**src/rtl/arc_pkg.sv**
```systemverilog
// Shared types, constants and list helpers for the ARC replacement block.
// Used by arc_front, arc_back, arc_cache_replacement and arc_chk.
// No dependencies.
package arc_pkg;

    localparam int SETS      = 64;
    localparam int WAYS      = 16;
    localparam int ADDR_BITS = 48;
    localparam int SET_W     = 6;
    localparam int WAY_W     = 5;
    localparam int DIRTY_W   = 16;
    localparam int IDX_W     = $clog2(WAYS);
    localparam int LEN_W     = $clog2(WAYS + 1);
    localparam int IN_DATA_W = 128;
    localparam int IN_USER_W = 2;
    localparam int OUT_DATA_W = 8;
    localparam int FIFO_DEPTH = 4;
    localparam int FIFO_PW    = $clog2(FIFO_DEPTH);

    typedef logic [1:0] kind_t;
    localparam kind_t KIND_FILL   = 2'd0;
    localparam kind_t KIND_QUERY  = 2'd1;
    localparam kind_t KIND_UPDATE = 2'd2;

    typedef logic [ADDR_BITS-1:0]            addr_t;
    typedef logic [LEN_W-1:0]                len_t;
    typedef logic [WAYS-1:0][ADDR_BITS-1:0]  row_t;
    // Bit ADDR_BITS of each way is its valid flag.
    typedef logic [WAYS-1:0][ADDR_BITS:0]    tagrow_t;

    typedef struct packed {
        kind_t               kind;
        logic [SET_W-1:0]    set_index;
        addr_t               line_addr;
        addr_t               victim_line;
        logic [WAY_W-1:0]    way_index;
        logic                is_write;
        logic [DIRTY_W-1:0]  dirty_ways;
    } cmd_t;

    typedef struct packed {
        logic                tag_mismatch;
        logic                bypass;
        logic [WAY_W-1:0]    victim_way;
    } res_t;

    typedef struct packed {
        len_t t1;
        len_t t2;
        len_t b1;
        len_t b2;
    } lens_t;

    typedef struct packed {
        logic             hit;
        logic [IDX_W-1:0] idx;
    } find_t;

    typedef enum logic [3:0] {
        ST_IDLE,
        ST_LOAD,
        ST_F_T1,
        ST_F_T2,
        ST_F_SRCH,
        ST_F_DIV,
        ST_F_APPLY,
        ST_Q_PICK,
        ST_Q_TAG,
        ST_U_MOVE,
        ST_WB
    } state_t;

    // First position among the live entries that holds the address.
    function automatic find_t list_find(row_t row, len_t n, addr_t a);
        find_t f;
        f.hit = 1'b0;
        f.idx = '0;
        for (int i = 0; i < WAYS; i++) begin
            if (!f.hit && (LEN_W'(i) < n) && (row[i] == a)) begin
                f.hit = 1'b1;
                f.idx = IDX_W'(i);
            end
        end
        return f;
    endfunction

    // Close the gap at idx by shifting the older entries behind it one place toward the front.
    function automatic row_t list_remove(row_t row, logic [IDX_W-1:0] idx);
        row_t r;
        r = row;
        for (int i = 0; i < WAYS - 1; i++) begin
            if (IDX_W'(i) >= idx) begin
                r[i] = row[i+1];
            end
        end
        return r;
    endfunction

    // Insert at the front; the oldest entry falls off a full list.
    function automatic row_t list_push(row_t row, addr_t a);
        row_t r;
        r[0] = a;
        for (int i = 1; i < WAYS; i++) begin
            r[i] = row[i-1];
        end
        return r;
    endfunction

    function automatic len_t len_push(len_t n);
        return (n >= LEN_W'(WAYS)) ? LEN_W'(WAYS) : n + 1'b1;
    endfunction

endpackage

```
**src/rtl/arc_front.sv**
```systemverilog
// Front end: takes items from the input stream, drops those with no effect,
// queues the rest as commands. Depends on arc_pkg.
module arc_front (
    input  logic                        clk,
    input  logic                        rst_n,
    input  logic                        s_axis_tvalid,
    output logic                        s_axis_tready,
    input  logic [arc_pkg::IN_DATA_W-1:0] s_axis_tdata,
    input  logic [arc_pkg::IN_USER_W-1:0] s_axis_tuser,
    output logic                        cmd_valid,
    input  logic                        cmd_ready,
    output arc_pkg::cmd_t               cmd
);
    import arc_pkg::*;

    cmd_t                 fifo_mem [FIFO_DEPTH];
    logic [FIFO_PW-1:0]   wr_ptr_reg, rd_ptr_reg;
    logic [FIFO_PW:0]     count_reg, count_next;
    cmd_t                 in_cmd;
    logic                 was_hit;
    logic                 keep;
    logic                 push, pop;

    always_comb
    begin
        in_cmd.kind        = s_axis_tuser;
        in_cmd.set_index   = s_axis_tdata[5:0];
        in_cmd.line_addr   = s_axis_tdata[53:6];
        in_cmd.victim_line = s_axis_tdata[101:54];
        in_cmd.way_index   = s_axis_tdata[106:102];
        in_cmd.is_write    = s_axis_tdata[107];
        in_cmd.dirty_ways  = s_axis_tdata[124:109];
        was_hit            = s_axis_tdata[108];
    end

    // Drop unknown kinds and updates that are misses or name no way.
    always_comb
    begin
        case (in_cmd.kind)
            KIND_FILL, KIND_QUERY: keep = 1'b1;
            KIND_UPDATE:           keep = was_hit && (in_cmd.way_index < WAY_W'(WAYS));
            default:               keep = 1'b0;
        endcase
    end

    assign s_axis_tready = (count_reg != (FIFO_PW+1)'(FIFO_DEPTH));
    assign push          = s_axis_tvalid && s_axis_tready && keep;
    assign cmd_valid     = (count_reg != '0);
    assign pop           = cmd_valid && cmd_ready;
    assign cmd           = fifo_mem[rd_ptr_reg];

    always_comb
    begin
        count_next = count_reg;
        if (push && !pop)
        begin
            count_next = count_reg + 1'b1;
        end
        else if (pop && !push)
        begin
            count_next = count_reg - 1'b1;
        end
    end

    always_ff @(posedge clk or negedge rst_n)
    begin
        if (!rst_n)
        begin
            wr_ptr_reg <= '0;
            rd_ptr_reg <= '0;
            count_reg  <= '0;
        end
        else
        begin
            count_reg <= count_next;
            if (push)
            begin
                wr_ptr_reg <= wr_ptr_reg + 1'b1;
            end
            if (pop)
            begin
                rd_ptr_reg <= rd_ptr_reg + 1'b1;
            end
        end
    end

    always_ff @(posedge clk)
    begin
        if (push)
        begin
            fifo_mem[wr_ptr_reg] <= in_cmd;
        end
    end

endmodule

```
**config.mk**
```make
export PLATFORM = sky130hd
export DESIGN_NAME = arc_front
export DESIGN_NICKNAME = d
export VERILOG_FILES = /design/src/rtl/arc_pkg.sv /design/src/rtl/arc_front.sv
export SDC_FILE = /design/constraint.sdc
export NUM_CORES = 1
export LEC_CHECK = 0
export ABC_AREA = 0
export BUFFER_PORTS_ARGS = -buffer_cell sky130_fd_sc_hd__buf_2
export CORE_ASPECT_RATIO = 1.1
export CORE_MARGIN = 2
export CORE_UTILIZATION = 55
export DETAILED_ROUTE_END_ITERATION = 8
export GPL_ROUTABILITY_DRIVEN = 1
export PLACE_DENSITY = 0.83
export RECOVER_POWER = 25
export SYNTH_ARGS = -nofsm -noshare
export SYNTH_HDL_FRONTEND = slang
export SYNTH_SLANG_ARGS = --single-unit
```
**constraint.sdc**
```tcl
create_clock -name clk -period 3.21 [get_ports clk]
set_input_delay 0.1605 -clock clk [delete_from_list [all_inputs] [get_ports clk]]
set_output_delay 0.1605 -clock clk [all_outputs]
set_load 0.005 [all_outputs]
```
==> results_dict.tcl, run 1 <==
set metrics [dict create \
    report.final.hold_viol_count 0 \
    drtAntennaViolNets 0 \
    setup-violations-final 0 \
    clk_pin_slew_ns 0.06 \
    yosys_warnings 0 \
    drv_cap 0 \
    cts.sinks 511 \
    rows 70 \
    post-route-period-util 0.840 \
    io_pins 262 \
    utilization 0.703 \
    ys_seq_area_frac 0.825 \
    path_max_fanout 29 \
    synth_area_leaders "edfxtp_1 (82%), mux4_2 (15%), dfrtp_1 (0.94%), buf_2 (0.46%), ha_1 (0.34%)" \
    fin_setup_tns_ns 0 \
    arrival_ns 2.54 \
    synth_ff_type "edfxtp_1" \
    drc 0 \
    gp_congestion 0.728 \
    slowest_stage "dfrtp_4" \
    cts_tree "yes" \
    grt_pass1_vias 9995 \
    drtIter0Drc 589 \
    tightest_slew_ns 0.723 \
    relSlewSlack 0.518 \
    yosys.area.top_type "edfxtp_1" \
    multi_input_area_um2 3100 \
    overflow 0 \
    met1_length_um 14400 \
    cts_made_buffers 47 \
    critical_path_required_ns 3.05 \
    peakVddDrop_uv 569 \
    post_cts_resized 0 \
    antenna_found_initial 3 \
    cp-start-kind "register" \
    synth_cell_type_count 21 \
    fp.coreArea_um2 33300 \
    finalMaxSlewViolations 0 \
    synth-edff-count 504 \
    portBuffers 258 \
    worstSkewPairLatency_ns 0.56 \
    fin_area_um2 23400 \
    grt_start_max_net_pins 76 \
    skew_ns 0.0232 \
    reg2reg_depth 4 \
    drt_pass1_iterations 5 \
    path_cells "buf_12, mux4_2, buf_2" \
    top_layer "met5" \
    p_per_area_nw_per_um2 819 \
    initial_utilization 0.557 \
    ctsHtreeMaxLevel 2 \
    avgSynthCellArea_um2 26.7 \
    die_h_um 197 \
    ys_top_cells_by_count "edfxtp_1 (504), mux4_2 (126), buf_2 (17), dfrtp_1 (7)" \
    largest_reg_flops 504 \
    synth_top_area_frac 0.816 \
    seq_area_um2 15300 \
    routed-wl-met2_um 19900 \
    root_buffer "clkbuf_16" \
    cp-end-kind "output port" \
    leakage_nw 7.86 \
    fill_cells 1998 \
    syn_nets 835 \
    dieWidth_um 179 \
    place_hpwl_um 20900 \
    fin_crit_ns 2.70 \
    synth_most_common_cell "edfxtp_1" \
    criticalPathCategory "reg -> out" \
    dr_wl_met3_um 2740 \
    status "finished, final reports clean" \
    die_area_um2 35200 \
    vias 9013 \
    cts_setup_buffers 0 \
    whs_path_depth 4 \
    fmax_ghz 0.371 \
    critPathMaxStageDelay_ns 0.91 \
    place_area_um2 20700 \
    ys_async_sr_fraction 0.0137 \
    critPathBufInv 2 \
    crit_cells 3 \
    layout-drive-gt1-share 0.354 \
    wirelength_um 38200 \
    vias_per_cell 5.63 \
    finalPower_mw 19.1 \
    clockBufferDepth 3 \
    path_delay_family "flip-flops" \
    syn2layout_area_growth_pct 26.0 \
    syn_area_um2 18600 \
    hp-class "in -> reg" \
    ys_ff_latch 511 \
    wl_per_cell_um 23.9 \
    netlist_instances 695 \
    grt_use_total 0.219 \
    grt_first_pass_wirelength_um 56800 \
    rsz0062_at_grt "false" \
    nets 1269 \
]
==> power breakdown <==
| group | internal, mW | total (mW) | switching [mW] | leakage (nW) |
|---|---|---|---|---|
| clock | 3.11 | 5.43 | 2.31 | 0.738 |
| sequential | 8.22 | 8.64 | 0.424 | 4.66 |
| combinational | 2.67 | 5.08 | 2.40 | 2.46 |
==> final timing paths <==
check | from | to | slack (ns)
max in group asynchronous | rst_n | rd_ptr_reg[0] | 2.33
setup reg to reg | count_reg[0] | fifo_mem[1][104] | 0.91
hold / removal | s_axis_tvalid | wr_ptr_reg[0] | 0.04
hold reg to reg | wr_ptr_reg[1] | wr_ptr_reg[1] | 0.59
setup / recovery | rd_ptr_reg[0] | cmd[121] | 0.51
min in group asynchronous | rst_n | count_reg[2] | 0.61
==> cell usage in the layout (no fill, tap or decap) <==
cell           Yosys  layout
edfxtp_1         504     504
buf_2             17     180
dlygate4sd3_1      0     129
mux4_2           126     126
clkbuf_1           4      85
clkbuf_16          0      49
buf_12             0      17
clkinv_2           0      12
clkinv_1           0       9
buf_4              2       9
ha_1               5       5
dfrtp_1            7       5
inv_1              4       4
and2_4             0       4
xnor2_1            4       4
clkinvlp_4         0       4
bufinv_16          0       4
diode_2            0       2
nor2_1             2       2
nand2_1            2       2
xor2_1             2       2
clkinv_4           0       2
dfrtp_4            0       2
or3b_4             1       1
a221oi_4           1       1
or3_1              1       1
mux2_2             1       1
mux2_4             1       1
nand3_1            1       1
fa_1               1       1
==> metrics by stage <==
stage                     instances  setup WS, ns  hold slack, ns
final                          1601         0.513          0.0422
after detailed placement       1383         0.707        0.000872
after floorplan                 695         0.186          -0.135
after global routing           1601         0.378          0.0420
after CTS                      1599         0.481         0.00581
after global placement         1383         0.713        -0.00183
==> worst min-delay path: cells and delay by family <==
kind / cells / cell delay [ns]
XOR/XNOR: 1 / 0.13
AO/OA/AOI/OAI: 1 / 0.07
buffers and inverters: 2 / 0.19
==> metal layers <==
metal | track usage | vias up
met5 | 0 | -
met4 | 0.0708 | 2
met3 | 0.0575 | 74
met2 | 0.374 | 363
met1 | 0.274 | 4688
li1 | - | 3886
==> cell type report <==
type,count,share of cell area
diodes,2,0.000214
clock buffers,56,0.0536
clock inverters,31,0.0112
inverters,4,0.000642
multi-input cells,152,0.132
flip-flops and latches,511,0.655
well taps,432,0.0231
repair buffers,413,0.124
==> cells by family after synthesis <==
group | synth area share
XOR/XNOR | 0.00283
AND/OR/NAND/NOR | 0.00364
flip-flops | 0.825
AO/OA/AOI/OAI | 0.00142
multiplexers | 0.154
adder cells (fa/ha/maj) | 0.00445
buffers and inverters | 0.00803
==> timing repair <==
item                                    4_1_cts  5_1_grt
endpoints found under the hold margin       513        0
hold buffers                                129        0
endpoints found under the setup margin        0        0
Note: power is estimated with default switching activity, not from simulation.
==> run 2, diff against run 1 <==
--- a/config.mk
+++ b/config.mk
@@ -9,10 +9,10 @@
 export BUFFER_PORTS_ARGS = -buffer_cell sky130_fd_sc_hd__buf_2
 export CORE_ASPECT_RATIO = 1.1
 export CORE_MARGIN = 2
-export CORE_UTILIZATION = 55
+export CORE_UTILIZATION = 51
 export DETAILED_ROUTE_END_ITERATION = 8
 export GPL_ROUTABILITY_DRIVEN = 1
-export PLACE_DENSITY = 0.83
+export PLACE_DENSITY = 0.81
 export RECOVER_POWER = 25
 export SYNTH_ARGS = -nofsm -noshare
 export SYNTH_HDL_FRONTEND = slang
==> constraint.sdc (replaced) <==
create_clock -name clk -period 2.3 [get_ports clk]
set_input_delay 0.115 -clock clk [delete_from_list [all_inputs] [get_ports clk]]
set_output_delay 0.115 -clock clk [all_outputs]
set_load 0.005 [all_outputs]
==> run 2 against run 1 <==
Net effect: first-iteration DRC count up 8.1%; worst setup slack worse by 0.43 ns; register-to-register slack worse by 0.77 ns; flip-flop and latch count unchanged; critical path depth up 1; count of clock-buffer cells in the layout up 1; via count down 0.12%.
==> results_dict.tcl, run 2 (synthesis results as in run 1) <==
set metrics [dict create \
    p_per_area_nw_per_um2 1170 \
    clkPwrFrac 0.298 \
    p_int_mw 20.5 \
    peakVddDrop_uv 704 \
    whs_path_depth 5 \
    finalMaxSlewViolations 0 \
    drtIter0Drc 637 \
    fmax_ghz 0.450 \
    combPwrFrac 0.276 \
    criticalPathCategory "reg -> out" \
    wl_per_cell_um 23.2 \
    die_area_um2 37900 \
    reg2reg_from "count_reg[1]" \
    root_buffer "clkbuf_16" \
    setup-violations-final 0 \
    drt_pass1_iterations 5 \
    layout-drive-gt1-share 0.360 \
    p_switching_mw 7.39 \
    mostFrequentLayoutCells "edfxtp_1 (504), buf_2 (178), dlygate4sd3_1 (129)" \
    drc 0 \
    leakage_nw 8.03 \
    grt_use_total 0.208 \
    post-route-period-util 0.966 \
    gp_congestion 0.708 \
    seq_power_share 0.426 \
    multi_input_area_um2 3100 \
    rrSetupSlack_ns 0.14 \
    worstSkewPairLatency_ns 0.56 \
    arrival_ns 2.11 \
    overflow 0 \
    tightest_slew_ns 0.432 \
    cts_made_buffers 49 \
    fp.coreArea_um2 36000 \
    portBuffers 258 \
    fill_cells 2323 \
    fin_area_um2 23900 \
    cts_tree "yes" \
    cp-start-kind "register" \
    fin_crit_ns 2.22 \
    die_h_um 204 \
    place_hpwl_um 21200 \
    vias 9002 \
    seq_area_um2 15300 \
    cp-end-kind "output port" \
    report.final.hold_viol_count 0 \
    syn2layout_area_growth_pct 28.6 \
    utilization 0.663 \
    rows 73 \
    initial_utilization 0.516 \
    drv_cap 0 \
    place_area_um2 20800 \
    vias_per_cell 5.39 \
    antenna_found_initial 4 \
    clk_pin_slew_ns 0.06 \
    hp-class "in -> reg" \
    wirelength_um 38700 \
    io_pins 262 \
    r2r-end "count_reg[2]" \
    largest_reg_flops 504 \
    grt_pass1_vias 9809 \
    critical_path_required_ns 2.18 \
    status "finished, final reports clean" \
    grt_first_pass_wirelength_um 58200 \
    rsz0062_at_grt "false" \
    relSlewSlack 0.712 \
    fin_setup_tns_ns 0 \
    ctsHtreeMaxLevel 2 \
    drtAntennaViolNets 0 \
    nets 1279 \
    p_sw_frac 0.265 \
    dieWidth_um 186 \
    clockBufferDepth 3 \
    path_max_fanout 22 \
    min_to "wr_ptr_reg[0]" \
    skew_ns 0.0209 \
    mostFrequentLayoutCell "edfxtp_1" \
    min_from "s_axis_tvalid" \
    cts.sinks 511 \
    grt_start_max_net_pins 59 \
    reg2reg_depth 8 \
]
-- run 2: metrics by stage --
step / hold WS, ns / std cells / worst slack (ns) / total power, mW
after global routing: 0.131 / 1668 / 0.0160 / 29.1
after floorplan: -0.181 / 695 / -0.0344 / 16.1
after CTS: 0.0822 / 1664 / 0.00628 / 28.0
after detailed placement: -0.0374 / 1438 / 0.187 / 19.2
final: 0.136 / 1669 / 0.0781 / 27.8
after global placement: -0.0408 / 1438 / 0.188 / 19.0
-- run 2: metal layers --
layer / GRT usage / vias to the layer above / part of all wire
met5: 0 / - / 0.00034
met1: 0.267 / 4675 / 0.38
met4: 0.0700 / 2 / 0.029
met3: 0.0529 / 77 / 0.073
li1: - / 3906 / -
met2: 0.348 / 342 / 0.52
-- run 2: critical path, cell delays in order, from the launching register on --
cell     delay [ns]
dfrtp_4        0.46
buf_4          0.16
buf_16         0.20
mux4_2         0.57
buf_2          0.15
-- run 2: cell type report --
class / instances / share of cell area
clock inverters: 34 / 0.0164
diodes: 3 / 0.000315
flip-flops and latches: 511 / 0.642
inverters: 4 / 0.000629
repair buffers: 421 / 0.131
clock buffers: 57 / 0.0544
well taps: 487 / 0.0255
multi-input cells: 152 / 0.130
-- run 2: how the worst max path moves through the flow --
stage	from	endpoint	slack, ns	cells after the start
floorplan	s_axis_tdata[106]	fifo_mem[0][0]	-0.03	3
global placement	s_axis_tdata[106]	count_reg[2]	0.19	9
detailed placement	s_axis_tdata[106]	count_reg[2]	0.19	9
CTS	rd_ptr_reg[0]	cmd[45]	0.006	4
global route	rd_ptr_reg[1]	cmd[41]	0.02	3
finish	rd_ptr_reg[0]	cmd[98]	0.08	4
-- run 2: repair_timing --
| action | CTS | global route |
|---|---|---|
| gates resized for setup | 2 | 3 |
| buffers inserted | 5 | 0 |
| gates cloned | 1 | 2 |
| setup endpoints to repair | 116 | 30 |
| hold buffers | 129 | 0 |
| hold endpoints to repair | 513 | 0 |
-- run 2: power by group through the flow --
stage	clock network (mW)	logic, mW	registers (mW)
after floorplan	0	4.23	11.8
after global placement	0	6.95	12.1
after detailed placement	0	7.02	12.1
after CTS	8.46	7.62	11.9
after global routing	8.81	8.28	12.0
final	8.30	7.67	11.9
==> run 3, diff against run 2 <==
--- a/config.mk
+++ b/config.mk
@@ -7,12 +7,14 @@
 export LEC_CHECK = 0
 export ABC_AREA = 0
 export BUFFER_PORTS_ARGS = -buffer_cell sky130_fd_sc_hd__buf_2
+export CELL_PAD_IN_SITES_DETAIL_PLACEMENT = 0
+export CELL_PAD_IN_SITES_GLOBAL_PLACEMENT = 2
 export CORE_ASPECT_RATIO = 1.1
 export CORE_MARGIN = 2
-export CORE_UTILIZATION = 51
+export CORE_UTILIZATION = 41
 export DETAILED_ROUTE_END_ITERATION = 8
 export GPL_ROUTABILITY_DRIVEN = 1
-export PLACE_DENSITY = 0.81
+export PLACE_DENSITY = 0.82
 export RECOVER_POWER = 25
 export SYNTH_ARGS = -nofsm -noshare
 export SYNTH_HDL_FRONTEND = slang
==> run 3 against run 2 <==
Net effect: worst hold slack worse by 0.054 ns; flip-flop and latch count unchanged; utilization down 12 points; sequential power about the same; combinational power up 6.0%; via count up 0.33%; total power down 1.3%; register-to-register slack better by 0.04 ns; first-iteration DRC count down 16%; clock skew down 0.0020 ns.
==> results_dict.tcl, run 3 (synthesis results as in run 1) <==
set metrics [dict create \
    critPathBufInv 3 \
    fin_area_um2 24100 \
    hp-class "in -> reg" \
    path_cells "buf_12, buf_16, mux4_2, buf_2" \
    drt_pass1_iterations 4 \
    relSlewSlack 0.736 \
    clk_pin_slew_ns 0.06 \
    grt_use_total 0.159 \
    io_pins 262 \
    cp-end-kind "output port" \
    report.final.hold_viol_count 0 \
    finalMaxSlewViolations 0 \
    status "finished, final reports clean" \
    fill_cells 3491 \
    path_delay_family "buffers and inverters" \
    layout-drive-gt1-share 0.369 \
    vias_per_cell 5.07 \
    rows 81 \
    rrSetupSlack_ns 0.18 \
    cts.sinks 511 \
    grt_pass1_vias 9599 \
    initial_utilization 0.416 \
    seq_area_um2 15300 \
    fin_crit_ns 2.24 \
    die_h_um 227 \
    mostFrequentLayoutCell "edfxtp_1" \
    slowest_stage "mux4_2" \
    cts_tree "yes" \
    dieWidth_um 207 \
    gp_congestion 0.734 \
    die_area_um2 47000 \
    drc 0 \
    multi_input_area_um2 3100 \
    skew_ns 0.0189 \
    rsz0062_at_grt "true" \
    nets 1304 \
    r2r-end "count_reg[2]" \
    clockBufferDepth 3 \
    fp.coreArea_um2 44600 \
    antenna_found_initial 1 \
    ctsHtreeMaxLevel 2 \
    peakVddDrop_uv 856 \
    wl_per_cell_um 21.2 \
    arrival_ns 2.13 \
    p_per_area_nw_per_um2 1140 \
    routed-wl-met2_um 19400 \
    whs_path_depth 5 \
    path_max_fanout 13 \
    overflow 0 \
    drv_cap 0 \
    min_from "s_axis_tvalid" \
    top_layer "met4" \
    grt_start_max_net_pins 59 \
    dr_wl_met3_um 2200 \
    worstSkewPairLatency_ns 0.58 \
    leakage_nw 8.12 \
    syn2layout_area_growth_pct 29.8 \
    cts_made_buffers 49 \
    critPathMaxStageDelay_ns 0.54 \
    fmax_ghz 0.446 \
    place_area_um2 21100 \
    root_buffer "clkbuf_16" \
    drtIter0Drc 534 \
    portBuffers 258 \
    setup-violations-final 0 \
    criticalPathCategory "reg -> out" \
    drtAntennaViolNets 0 \
    met1_length_um 15200 \
    tightest_slew_ns 0.396 \
    wirelength_um 37700 \
    reg2reg_depth 8 \
    min_to "wr_ptr_reg[0]" \
    mostFrequentLayoutCells "edfxtp_1 (504), buf_2 (185), dlygate4sd3_1 (129)" \
    cp-start-kind "register" \
    vias 9032 \
    post-route-period-util 0.974 \
    critical_path_required_ns 2.18 \
    largest_reg_flops 504 \
    place_hpwl_um 22500 \
    finalPower_mw 27.5 \
    grt_first_pass_wirelength_um 55400 \
    reg2reg_from "count_reg[1]" \
]
run 3: cell types whose count changed in the layout (fill, tap and decap cells not counted), sizes merged:
| cell | change |
|---|---|
| bufbuf | -1 |
| buf | +34 |
| clkinv | -3 |
| bufinv | -5 |
| clkinvlp | -5 |
| diode | -2 |
run 3: worst max-delay path by stage:
| stage | endpoint | from | cells after the start | slack [ns] |
|---|---|---|---|---|
| 6_report | cmd[39] | rd_ptr_reg[0] | 4 | 0.06 |
| 2_1_floorplan | fifo_mem[0][0] | s_axis_tdata[106] | 3 | -0.03 |
| 5_1_grt | cmd[39] | rd_ptr_reg[0] | 4 | -0.03 |
| 3_5_place_dp | count_reg[2] | s_axis_tdata[106] | 9 | 0.16 |
| 4_1_cts | cmd[59] | rd_ptr_reg[0] | 4 | -0.04 |
| 3_3_place_gp | count_reg[2] | s_axis_tdata[106] | 9 | 0.16 |
run 3: layout make-up:
type	instances	share of cell area
Antenna cell	1	0.000104
Clock buffer	65	0.0552
Clock inverter	21	0.00738
Inverter	4	0.000624
Multi-Input combinational cell	152	0.129
Sequential cell	511	0.636
Tap cell	581	0.0302
Timing Repair Buffer	446	0.141
run 3: metrics by stage:
stage	utilization	setup slack (ns)	hold WS, ns	setup TNS, ns	instances
3_3_place_gp	0.473	0.159	-0.0437	0	1550
2_1_floorplan	-	-0.0344	-0.181	-17.35	695
4_1_cts	0.538	-0.0372	0.0473	-0.486	1769
5_1_grt	0.540	-0.0264	0.0794	-0.158	1781
3_5_place_dp	0.473	0.159	-0.0374	0	1550
6_report	0.540	0.0587	0.0812	0	1781
run 3: power by group:
part	internal [mW]	switching, mW
combinational	4.32	3.81
clock	4.38	3.24
sequential	11.5	0.274
run 3: repair_timing:
| action | 4_1_cts | 5_1_grt |
|---|---|---|
| endpoints found under the setup margin | 118 | 55 |
| buffers inserted | 4 | 6 |
| resized for setup | 3 | 5 |
| hold buffers | 129 | 0 |
| gates cloned | 0 | 5 |
| endpoints found under the hold margin | 513 | 0 |
run 3: worst register-to-register path, stage by stage, from the launching register on:
cell and delay (ns):
dfrtp_1 0.43, or3_4 0.42, nand2_1 0.11, ha_1 0.19
inv_1 0.07, fa_1 0.38, xor2_1 0.17, nor2_1 0.12
xor2_1 0.15
run 3: routing by layer:
metal / up-vias / track usage
met5: - / 0
met4: 0 / 0.0615
met3: 58 / 0.0335
met2: 257 / 0.268
met1: 4760 / 0.204
li1: 3957 / -
